--- config.mk ---
export PLATFORM = sky130hd
export DESIGN_NAME = centroid_defuzzifier_core_flat
export DESIGN_NICKNAME = d
export VERILOG_FILES = /design/src/sv/cdf_pkg.sv /design/src/sv/cdf_point_if.sv /design/src/sv/cdf_result_if.sv /design/src/sv/centroid_defuzzifier_core.sv /design/src/flat_wrapper.sv
export SDC_FILE = /design/constraint.sdc
export NUM_CORES = 2
export LEC_CHECK = 0
export ABC_AREA = 1
export BUFFER_PORTS_ARGS = -buffer_cell sky130_fd_sc_hd__buf_2
export CAP_MARGIN = 25
export CORE_AREA = 2 2 250 376
export DETAILED_ROUTE_END_ITERATION = 10
export DIE_AREA = 0 0 252 378
export PLACE_DENSITY = 0.74
export SLEW_MARGIN = 10
export SYNTH_ARGS = -nofsm -noshare
export SYNTH_HDL_FRONTEND = slang
export SYNTH_SLANG_ARGS = --single-unit
--- constraint.sdc ---
create_clock -name clk -period 15.5 [get_ports clk]
set_input_delay 3.875 -clock clk [delete_from_list [all_inputs] [get_ports clk]]
set_output_delay 3.875 -clock clk [all_outputs]
set_load 0.005 [all_outputs]
--- src/sv/cdf_pkg.sv ---
// Shared widths and constants for the centroid defuzzifier.
`default_nettype none
package cdf_pkg;

	// Field widths of a breakpoint and of a result
	localparam int X_W = 16;
	localparam int M_W = 16;

	// Membership of 1.0 in Q1.15; larger values are clamped to it
	localparam logic [M_W-1:0] MEMB_ONE = 16'd32768;

	// Default bound on breakpoints per set
	localparam int DEFAULT_MAX_POINTS = 256;

	// Shared multiplier operand width and product width
	localparam int MUL_W  = 18;
	localparam int PROD_W = 2 * MUL_W;

	// Doubled segment area |dx * p| < 2^32, held signed
	localparam int A2_W = 34;
	// Low slice of the doubled area used in the first moment product
	localparam int A2_LO_W = 17;

	// Sum widths before the growth from the number of segments
	localparam int AREA_BASE_W = 34;
	localparam int MOM_BASE_W  = 50;

	// Division by three: floor(n / 3) = (n * RECIP3) >> RECIP3_SH for n < 2^17
	localparam logic [MUL_W-1:0] RECIP3 = 18'd87382;
	localparam int RECIP3_SH = 18;

	// Quotient bits developed by the divider; anything larger saturates
	localparam int QUO_W = 17;
	localparam logic [QUO_W-1:0] POS_LIMIT = 17'd32767;
	localparam logic [QUO_W-1:0] NEG_LIMIT = 17'd32768;

endpackage
`default_nettype wire

--- src/sv/cdf_point_if.sv ---
// Valid/ready channel carrying one breakpoint per beat.
`default_nettype none
interface cdf_point_if;
	import cdf_pkg::*;

	logic                  valid;
	logic                  ready;
	logic signed [X_W-1:0] point_x;
	logic [M_W-1:0]        membership;
	logic                  last_point;

	modport source (output valid, output point_x, output membership, output last_point,
		input ready);
	modport sink (input valid, input point_x, input membership, input last_point,
		output ready);

endinterface
`default_nettype wire

--- src/sv/cdf_result_if.sv ---
// Valid/ready channel carrying one centroid result per beat.
`default_nettype none
interface cdf_result_if;
	import cdf_pkg::*;

	logic                  valid;
	logic                  ready;
	logic signed [X_W-1:0] crisp_value;
	logic                  empty_area;
	logic                  too_many_points;

	modport source (output valid, output crisp_value, output empty_area,
		output too_many_points, input ready);
	modport sink (input valid, input crisp_value, input empty_area,
		input too_many_points, output ready);

endinterface
`default_nettype wire

--- src/sv/centroid_defuzzifier_core.sv ---
// Centroid defuzzifier: one breakpoint per beat in, one centroid per closed set out.
//
// Breakpoints (Q8.8 x, Q1.15 membership) arrive in order; a beat with last_point set
// closes the set and yields one result beat: crisp_value = sum(centre * area) /
// sum(area), truncated toward zero and saturated, or 0 with empty_area when the area
// is zero; too_many_points reports a set longer than MAX_POINTS (extra points are
// dropped). All arithmetic goes through one shared 18x18 signed multiplier and one
// restoring divider under a small sequencer. The input is held not ready while a
// point is worked: a first or dropped point is taken in the accept state alone, any
// later point passes through accept, centre by reciprocal of three, doubled area and
// two moment partial products. A closing point then takes magnitudes, checks the
// range, runs 17 divider steps (one quotient bit per cycle) and loads the output
// register; a zero area skips the range check and the divider, and an out-of-range
// quotient skips the divider. The load waits while an earlier result is still held.
// The output register lets the next set start while a result still waits to be taken.
`default_nettype none
module centroid_defuzzifier_core #(
	parameter int MAX_POINTS = cdf_pkg::DEFAULT_MAX_POINTS
) (
	input  wire logic     clk,
	input  wire logic     arst_n,
	cdf_point_if.sink     points,
	cdf_result_if.source  crisp
);
	import cdf_pkg::*;

	localparam int LOG_P  = $clog2(MAX_POINTS);
	localparam int AREA_W = AREA_BASE_W + LOG_P;
	localparam int MOM_W  = MOM_BASE_W + LOG_P;
	localparam int DIV_W  = AREA_W + QUO_W + 1;
	localparam int CNT_W  = $clog2(MAX_POINTS + 1);
	localparam int STEP_W = $clog2(QUO_W);
	localparam logic [CNT_W-1:0]  CNT_MAX   = CNT_W'(MAX_POINTS);
	localparam logic [STEP_W-1:0] STEP_LAST = STEP_W'(QUO_W - 1);

	// Sequencer states
	localparam logic [3:0] S_IDLE  = 4'd0;
	localparam logic [3:0] S_THIRD = 4'd1;
	localparam logic [3:0] S_AREA  = 4'd2;
	localparam logic [3:0] S_MLO   = 4'd3;
	localparam logic [3:0] S_MHI   = 4'd4;
	localparam logic [3:0] S_PREP  = 4'd5;
	localparam logic [3:0] S_DSAT  = 4'd6;
	localparam logic [3:0] S_DIV   = 4'd7;
	localparam logic [3:0] S_EMIT  = 4'd8;

	logic [3:0]              state_q;

	// Current point and set state
	logic signed [X_W-1:0]   cur_x_q;
	logic [M_W-1:0]          cur_m_q;
	logic                    last_q;
	logic signed [X_W-1:0]   prev_x_q;
	logic [M_W-1:0]          prev_m_q;
	logic [CNT_W-1:0]        count_q;
	logic                    overflow_q;
	logic signed [AREA_W-1:0] area_q;
	logic signed [MOM_W-1:0]  mom_q;

	// Segment working registers
	logic signed [X_W-1:0]   mid_q;
	logic signed [A2_W-1:0]  a2_q;

	// Divider registers
	logic [DIV_W-1:0]        rem_q;
	logic [DIV_W-1:0]        dsh_q;
	logic [QUO_W-1:0]        quo_q;
	logic [STEP_W-1:0]       step_q;
	logic                    neg_q;
	logic                    empty_q;

	// Output register
	logic                    out_valid_q;
	logic signed [X_W-1:0]   out_x_q;
	logic                    out_empty_q;
	logic                    out_over_q;

	logic                    in_fire;
	logic [M_W-1:0]          m_clamped;

	logic signed [X_W:0]     dx;
	logic [X_W:0]            dx_abs;
	logic                    seg_single;
	logic                    seg_tri;
	logic                    seg_rect;
	logic [M_W:0]            area_factor;
	logic [MUL_W-1:0]        third_arg;
	logic [QUO_W-1:0]        q3;
	logic signed [X_W:0]     mid_off;
	logic signed [X_W:0]     mid_full;

	logic signed [MUL_W-1:0] mul_a;
	logic signed [MUL_W-1:0] mul_b;
	logic signed [PROD_W-1:0] prod;

	logic [MOM_W-1:0]        mom_abs;
	logic [AREA_W-1:0]       area_abs;
	logic                    rem_ge;
	logic                    out_slot_free;
	logic signed [X_W-1:0]   crisp_next;

	assign in_fire       = points.valid && points.ready;
	assign points.ready  = (state_q == S_IDLE);
	assign m_clamped     = (points.membership > MEMB_ONE) ? MEMB_ONE : points.membership;
	assign out_slot_free = !out_valid_q || crisp.ready;

	// Classify the segment from the previous point to the current one
	always_comb begin
		dx         = (X_W+1)'(cur_x_q) - (X_W+1)'(prev_x_q);
		dx_abs     = dx[X_W] ? (X_W+1)'(-dx) : (X_W+1)'(dx);
		seg_single = (dx == '0);
		seg_tri    = (prev_m_q == '0) || (cur_m_q == '0);
		seg_rect   = (prev_m_q == cur_m_q);
		if (seg_tri) begin
			area_factor = (M_W+1)'((prev_m_q != '0) ? prev_m_q : cur_m_q);
		end else if (seg_rect) begin
			area_factor = {prev_m_q, 1'b0};
		end else begin
			area_factor = (M_W+1)'(prev_m_q) + (M_W+1)'(cur_m_q);
		end
		// Two thirds of the span when the segment rises, else one third
		third_arg = (prev_m_q < cur_m_q) ? {dx_abs, 1'b0} : MUL_W'(dx_abs);
	end

	// Shared multiplier with operands chosen by the sequencer
	always_comb begin
		mul_a = '0;
		mul_b = '0;
		unique case (state_q)
			S_THIRD: begin
				mul_a = signed'(third_arg);
				mul_b = signed'(RECIP3);
			end
			S_AREA: begin
				if (seg_single) begin
					mul_a = MUL_W'(2);
					mul_b = signed'(MUL_W'(prev_m_q));
				end else begin
					mul_a = MUL_W'(dx);
					mul_b = signed'(MUL_W'(area_factor));
				end
			end
			S_MLO: begin
				mul_a = MUL_W'(mid_q);
				mul_b = signed'(MUL_W'(a2_q[A2_LO_W-1:0]));
			end
			S_MHI: begin
				mul_a = MUL_W'(mid_q);
				mul_b = MUL_W'($signed(a2_q[A2_W-1:A2_LO_W]));
			end
			default: begin
				mul_a = '0;
				mul_b = '0;
			end
		endcase
	end
	assign prod = mul_a * mul_b;

	// Segment centre: x, x + one or two thirds of span, or x + half span, all toward zero
	always_comb begin
		q3 = prod[RECIP3_SH +: QUO_W];
		if (seg_single) begin
			mid_off = '0;
		end else if (seg_tri) begin
			mid_off = dx[X_W] ? (X_W+1)'(-signed'(q3)) : signed'(q3);
		end else begin
			mid_off = (dx + signed'((X_W+1)'(dx[X_W]))) >>> 1;
		end
		mid_full = (X_W+1)'(prev_x_q) + mid_off;
	end

	// Magnitudes for the final division
	always_comb begin
		mom_abs  = mom_q[MOM_W-1] ? MOM_W'(-mom_q) : MOM_W'(mom_q);
		area_abs = area_q[AREA_W-1] ? AREA_W'(-area_q) : AREA_W'(area_q);
		rem_ge   = (rem_q >= dsh_q);
	end

	// Saturate the quotient magnitude and apply the sign
	always_comb begin
		if (empty_q) begin
			crisp_next = '0;
		end else if (neg_q) begin
			crisp_next = (quo_q > NEG_LIMIT) ? X_W'(-signed'(NEG_LIMIT))
				: X_W'(-signed'(quo_q));
		end else begin
			crisp_next = (quo_q > POS_LIMIT) ? X_W'(POS_LIMIT) : X_W'(quo_q);
		end
	end

	// Sequencer, accumulators and divider
	always_ff @(posedge clk or negedge arst_n) begin
		if (!arst_n) begin
			state_q    <= S_IDLE;
			count_q    <= '0;
			overflow_q <= 1'b0;
			area_q     <= '0;
			mom_q      <= '0;
			prev_x_q   <= '0;
			prev_m_q   <= '0;
			step_q     <= '0;
		end else begin
			unique case (state_q)
				S_IDLE: begin
					if (in_fire) begin
						cur_x_q <= points.point_x;
						cur_m_q <= m_clamped;
						last_q  <= points.last_point;
						if (count_q >= CNT_MAX) begin
							// Drop the point, remember the overflow
							overflow_q <= 1'b1;
							state_q    <= points.last_point ? S_PREP : S_IDLE;
						end else if (count_q == '0) begin
							prev_x_q <= points.point_x;
							prev_m_q <= m_clamped;
							count_q  <= count_q + 1'b1;
							state_q  <= points.last_point ? S_PREP : S_IDLE;
						end else begin
							state_q <= S_THIRD;
						end
					end
				end
				S_THIRD: begin
					mid_q   <= mid_full[X_W-1:0];
					state_q <= S_AREA;
				end
				S_AREA: begin
					a2_q    <= prod[A2_W-1:0];
					area_q  <= area_q + AREA_W'($signed(prod[A2_W-1:0]));
					state_q <= S_MLO;
				end
				S_MLO: begin
					mom_q   <= mom_q + MOM_W'(prod);
					state_q <= S_MHI;
				end
				S_MHI: begin
					// Advance to the next segment
					mom_q    <= mom_q + (MOM_W'(prod) <<< A2_LO_W);
					prev_x_q <= cur_x_q;
					prev_m_q <= cur_m_q;
					count_q  <= count_q + 1'b1;
					state_q  <= last_q ? S_PREP : S_IDLE;
				end
				S_PREP: begin
					empty_q <= (area_q == '0);
					neg_q   <= mom_q[MOM_W-1] ^ area_q[AREA_W-1];
					rem_q   <= DIV_W'(mom_abs);
					dsh_q   <= DIV_W'(area_abs) << QUO_W;
					state_q <= (area_q == '0) ? S_EMIT : S_DSAT;
				end
				S_DSAT: begin
					// Quotient beyond the developed bits: force saturation
					step_q <= '0;
					dsh_q  <= dsh_q >> 1;
					if (rem_ge) begin
						quo_q   <= '1;
						state_q <= S_EMIT;
					end else begin
						quo_q   <= '0;
						state_q <= S_DIV;
					end
				end
				S_DIV: begin
					if (rem_ge) begin
						rem_q <= rem_q - dsh_q;
					end
					quo_q  <= {quo_q[QUO_W-2:0], rem_ge};
					dsh_q  <= dsh_q >> 1;
					step_q <= step_q + 1'b1;
					if (step_q == STEP_LAST) begin
						state_q <= S_EMIT;
					end
				end
				S_EMIT: begin
					// Hand over the result and clear the set
					if (out_slot_free) begin
						count_q    <= '0;
						overflow_q <= 1'b0;
						area_q     <= '0;
						mom_q      <= '0;
						prev_x_q   <= '0;
						prev_m_q   <= '0;
						state_q    <= S_IDLE;
					end
				end
				default: begin
					state_q <= S_IDLE;
				end
			endcase
		end
	end

	// Output register: load on emit, drop once the beat is taken
	always_ff @(posedge clk or negedge arst_n) begin
		if (!arst_n) begin
			out_valid_q <= 1'b0;
		end else if (state_q == S_EMIT && out_slot_free) begin
			out_valid_q <= 1'b1;
		end else if (crisp.ready) begin
			out_valid_q <= 1'b0;
		end
	end

	always_ff @(posedge clk) begin
		if (state_q == S_EMIT && out_slot_free) begin
			out_x_q     <= crisp_next;
			out_empty_q <= empty_q;
			out_over_q  <= overflow_q;
		end
	end

	assign crisp.valid           = out_valid_q;
	assign crisp.crisp_value     = out_x_q;
	assign crisp.empty_area      = out_empty_q;
	assign crisp.too_many_points = out_over_q;

endmodule
`default_nettype wire

--- src/flat_wrapper.sv ---
// flat-port wrapper written by rule: the top's interface ports become plain ports
module centroid_defuzzifier_core_flat import cdf_pkg::*;
#(
	parameter int MAX_POINTS = cdf_pkg::DEFAULT_MAX_POINTS
)
  (clk, arst_n, points_valid, points_point_x, points_membership, points_last_point, points_ready, crisp_valid, crisp_crisp_value, crisp_empty_area, crisp_too_many_points, crisp_ready);
  cdf_point_if points_i ();
  cdf_result_if crisp_i ();
  input  wire logic clk;
  input  wire logic arst_n;
  input wire logic [$bits(points_i.valid)-1:0] points_valid;
  input wire logic [$bits(points_i.point_x)-1:0] points_point_x;
  input wire logic [$bits(points_i.membership)-1:0] points_membership;
  input wire logic [$bits(points_i.last_point)-1:0] points_last_point;
  output wire logic [$bits(points_i.ready)-1:0] points_ready;
  output wire logic [$bits(crisp_i.valid)-1:0] crisp_valid;
  output wire logic [$bits(crisp_i.crisp_value)-1:0] crisp_crisp_value;
  output wire logic [$bits(crisp_i.empty_area)-1:0] crisp_empty_area;
  output wire logic [$bits(crisp_i.too_many_points)-1:0] crisp_too_many_points;
  input wire logic [$bits(crisp_i.ready)-1:0] crisp_ready;
  assign points_i.valid = points_valid;
  assign points_i.point_x = points_point_x;
  assign points_i.membership = points_membership;
  assign points_i.last_point = points_last_point;
  assign points_ready = points_i.ready;
  assign crisp_valid = crisp_i.valid;
  assign crisp_crisp_value = crisp_i.crisp_value;
  assign crisp_empty_area = crisp_i.empty_area;
  assign crisp_too_many_points = crisp_i.too_many_points;
  assign crisp_i.ready = crisp_ready;
  centroid_defuzzifier_core #(.MAX_POINTS(MAX_POINTS)) u_core (.clk(clk), .arst_n(arst_n), .points(points_i), .crisp(crisp_i));
endmodule
==> summary.txt <==
Synth
  • Post-synth cell types: 69
  • Top FF cell, synth: edfxtp_1
  • Synth Net Count: 7,955
  • Post-synthesis cell count: 7,222
  • Synth Register Bits: 391
  • Synth Warn #: 0
  • Sequential-to-total area share from yosys stat: 21.9%
  • Syn Area/Cell: 6.96 um2
  • Ys async rst share: 38.9%
  • EDFF count, synth: 239
  • Post-Syn Area: 50,200 um2

CTS
  • H-tree Lvls: 2
  • Clock sinks: 391
  • Inserted Clock Buffers: 46
  • CTS tree: done
  • Resized Gates After CTS: 0
  • Worst skew pair latency: 0.65 ns
  • Maximum root-to-sink buffer count: 3
  • Setup Buffers After CTS: 0
  • Root Driver: clkbuf_16
  • Hold_buf cts: 0
  • Worst-path clk slew: 0.06 ns

Critical path
  • Data arrival, critical path: 13.63 ns
  • Critical Path RT: 15.89 ns
  • Flop2flop setup slack: 2.26 ns
  • Max incr delay on CP: 0.88 ns
  • CP most frequent cell: nand2_1
  • CP Capture Type: flip-flop
  • Crit Path Class: flip-flop to flip-flop
  • Startpoint types: flip-flop
  • Critical Path Slowest Stage Cell: nand4_1
  • CP Max Fanout: 37

STA
  • Final setup fails: 0
  • Fmax achieved: 75.5 MHz
  • Hold Violations, Final: 0
  • Pins Over Slew Limit: 0
  • Worst slack on hold paths: 0.460 ns
  • Slew Limit Headroom: 21.2%
  • Tcrit/Tclk final: 85.4%
  • Setup tns final: 0 ns
  • RSZ-0062 raised after global routing: false
  • Actual slew at the worst max-slew pin: 1.17 ns
  • Post-route minimum period: 13.24 ns
  • Skew final: 0.0412 ns

Route
  • Vias/cell: 5.97
  • Routed Antenna Nets: 0
  • WL/cell: 23.6 um
  • Drt first pass iters: 7
  • Remaining DRCs: 0
  • Vias: 50,500
  • Final WL: 200 mm
  • 1st-iter DRT viols: 3,872

Status
  • Outcome: finished, final reports clean

Global routing
  • GRT overflow: 0
  • GRT Util Overall: 41.8%
  • Pin count of the biggest net entering global routing: 70
  • Vias in the first global route: 50,900
  • Initial antenna violation count: 6
  • First-pass GRT wire length: 299 mm

Finish
  • Commonest non-fill, non-tap cell in the layout: nand2_1
  • Fin nets: 7,979
  • Share of layout cells above drive strength 1: 4.63%
  • Multi-input gate area: 33,400 um2
  • Register Area: 11,000 um2
  • Area growth, synth to finish: 6.61%
  • Fill count: 9,042
  • Most frequent cells in the layout: 1,568 x nand2_1, 1,375 x inv_1, 787 x nor2_1

Placement
  • Detail Placement HPWL: 161 mm
  • # port buffers: 56
  • GPL Wtd Cong: 1.10

Floorplanning
  • Num rows: 137
  • Die X: 252 um
  • Die area: 95,300 um2
  • Die H: 378 um
  • Core area: 92,200 um2
  • Starting density of the core: 54.5%
  • Num ports: 57

Min path
  • HP Class: flip-flop to flip-flop

Run
  • Max cap viols: 0
==> layer usage <==
layer  global-route usage (%)  vias up  share of wire, %
li1                         -    23400                 -
met1                     41.2    23900                32
met2                     72.3     2301                48
met3                     7.92      958               7.3
met4                     42.0        8                12
met5                        0        -             0.024
==> worst paths after layout <==
check,depth (start not counted),from,endpoint
worst max-delay path,50,u_core.prev_x_q[0],u_core.mid_q[15]
worst min register to register,0,u_core.overflow_q,u_core.crisp.too_many_points
max in group asynchronous,2,arst_n,u_core.mom_q[57]
min in group asynchronous,1,arst_n,u_core.step_q[0]
worst max register to register,50,u_core.prev_x_q[0],u_core.mid_q[15]
worst min-delay path,0,u_core.overflow_q,u_core.crisp.too_many_points
==> kinds of logic after synthesis <==
group	after synthesis	synth area share [%]
fa+ha+maj	696	22.4
simple gates	3041	25.3
compound gates	1385	15.7
flops	391	21.9
xor+xnor	172	3.01
buf+inv	1537	11.8
==> stage by stage <==
step | std cells | worst slack [ns] | util (%) | cell area (um2)
2_1_floorplan | 7222 | 5.32 | - | 50200
3_3_place_gp | 8377 | 2.77 | 56.2 | 51800
3_5_place_dp | 8377 | 2.65 | 56.2 | 51800
4_1_cts | 8462 | 2.60 | 58.0 | 53500
5_1_grt | 8464 | 1.56 | 58.1 | 53500
6_report | 8467 | 2.26 | 58.1 | 53500
==> registers in the layout, indices dropped and copies added, names as in the netlist, 4 cells and up <==
name	cells
u_core.a2_q	34
u_core.area_q	42
u_core.count_q	9
u_core.crisp.crisp_value	16
u_core.cur_m_q	16
u_core.cur_x_q	16
u_core.dsh_q	59
u_core.mid_q	16
u_core.mom_q	58
u_core.prev_m_q	16
u_core.prev_x_q	16
u_core.quo_q	17
u_core.rem_q	60
u_core.state_q	4
u_core.step_q	5
==> final cells by class <==
cell class	count	share of cell area, %
Clock inverter	28	0.843
Sequential cell	391	20.5
Tap cell	1181	2.76
Inverter	1399	9.81
Multi-Input combinational cell	5294	62.4
Clock buffer	57	2.30
Antenna cell	3	0.0140
Timing Repair Buffer	114	1.34
==> synthesized netlist by cell type (all sizes together) (2+ instances only) <==
cell type	n	area, um2
nand2	1591	6040
inv	1392	5230
nor2	802	3050
a21oi	529	2660
o21ai	495	2500
ha	359	4490
fa	337	6750
nand3	324	1650
edfxtp	239	7180
dfrtp	152	3800
xor2	135	1180
nor3	104	537
nand4	92	591
clkbuf	89	334
a31oi	75	469
o211ai	51	443
buf	49	335
or2	49	307
nor4	39	244
xnor2	37	332
o22ai	35	219
a21o	32	240
o21bai	30	225
a22oi	21	158
o21a	20	150
a221oi	19	166
a21boi	18	135
nand3b	15	113
o31ai	14	105
a211oi	13	123
and2	12	77.6
and3	11	68.8
a22o	8	70.1
clkinv	7	26.3
o221ai	7	61.3
o2111ai	3	26.3
o32ai	3	26.3
o41ai	3	26.3
nor3b	2	20.0
o211a	2	20.0
==> critical path: cells and delay by family, from the launching register on <==
kind | cells | cell delay (ns)
AND/OR/NAND/NOR | 27 | 6.05
XOR/XNOR | 1 | 0.25
adder cells (fa/ha/maj) | 12 | 5.07
AO/OA/AOI/OAI | 4 | 0.61
buffers and inverters | 6 | 0.54
flip-flops | 1 | 0.42
Power is left out: the tool's default activity adds up to more than one toggle a clock period on the data nets, which glitch-free logic cannot reach.
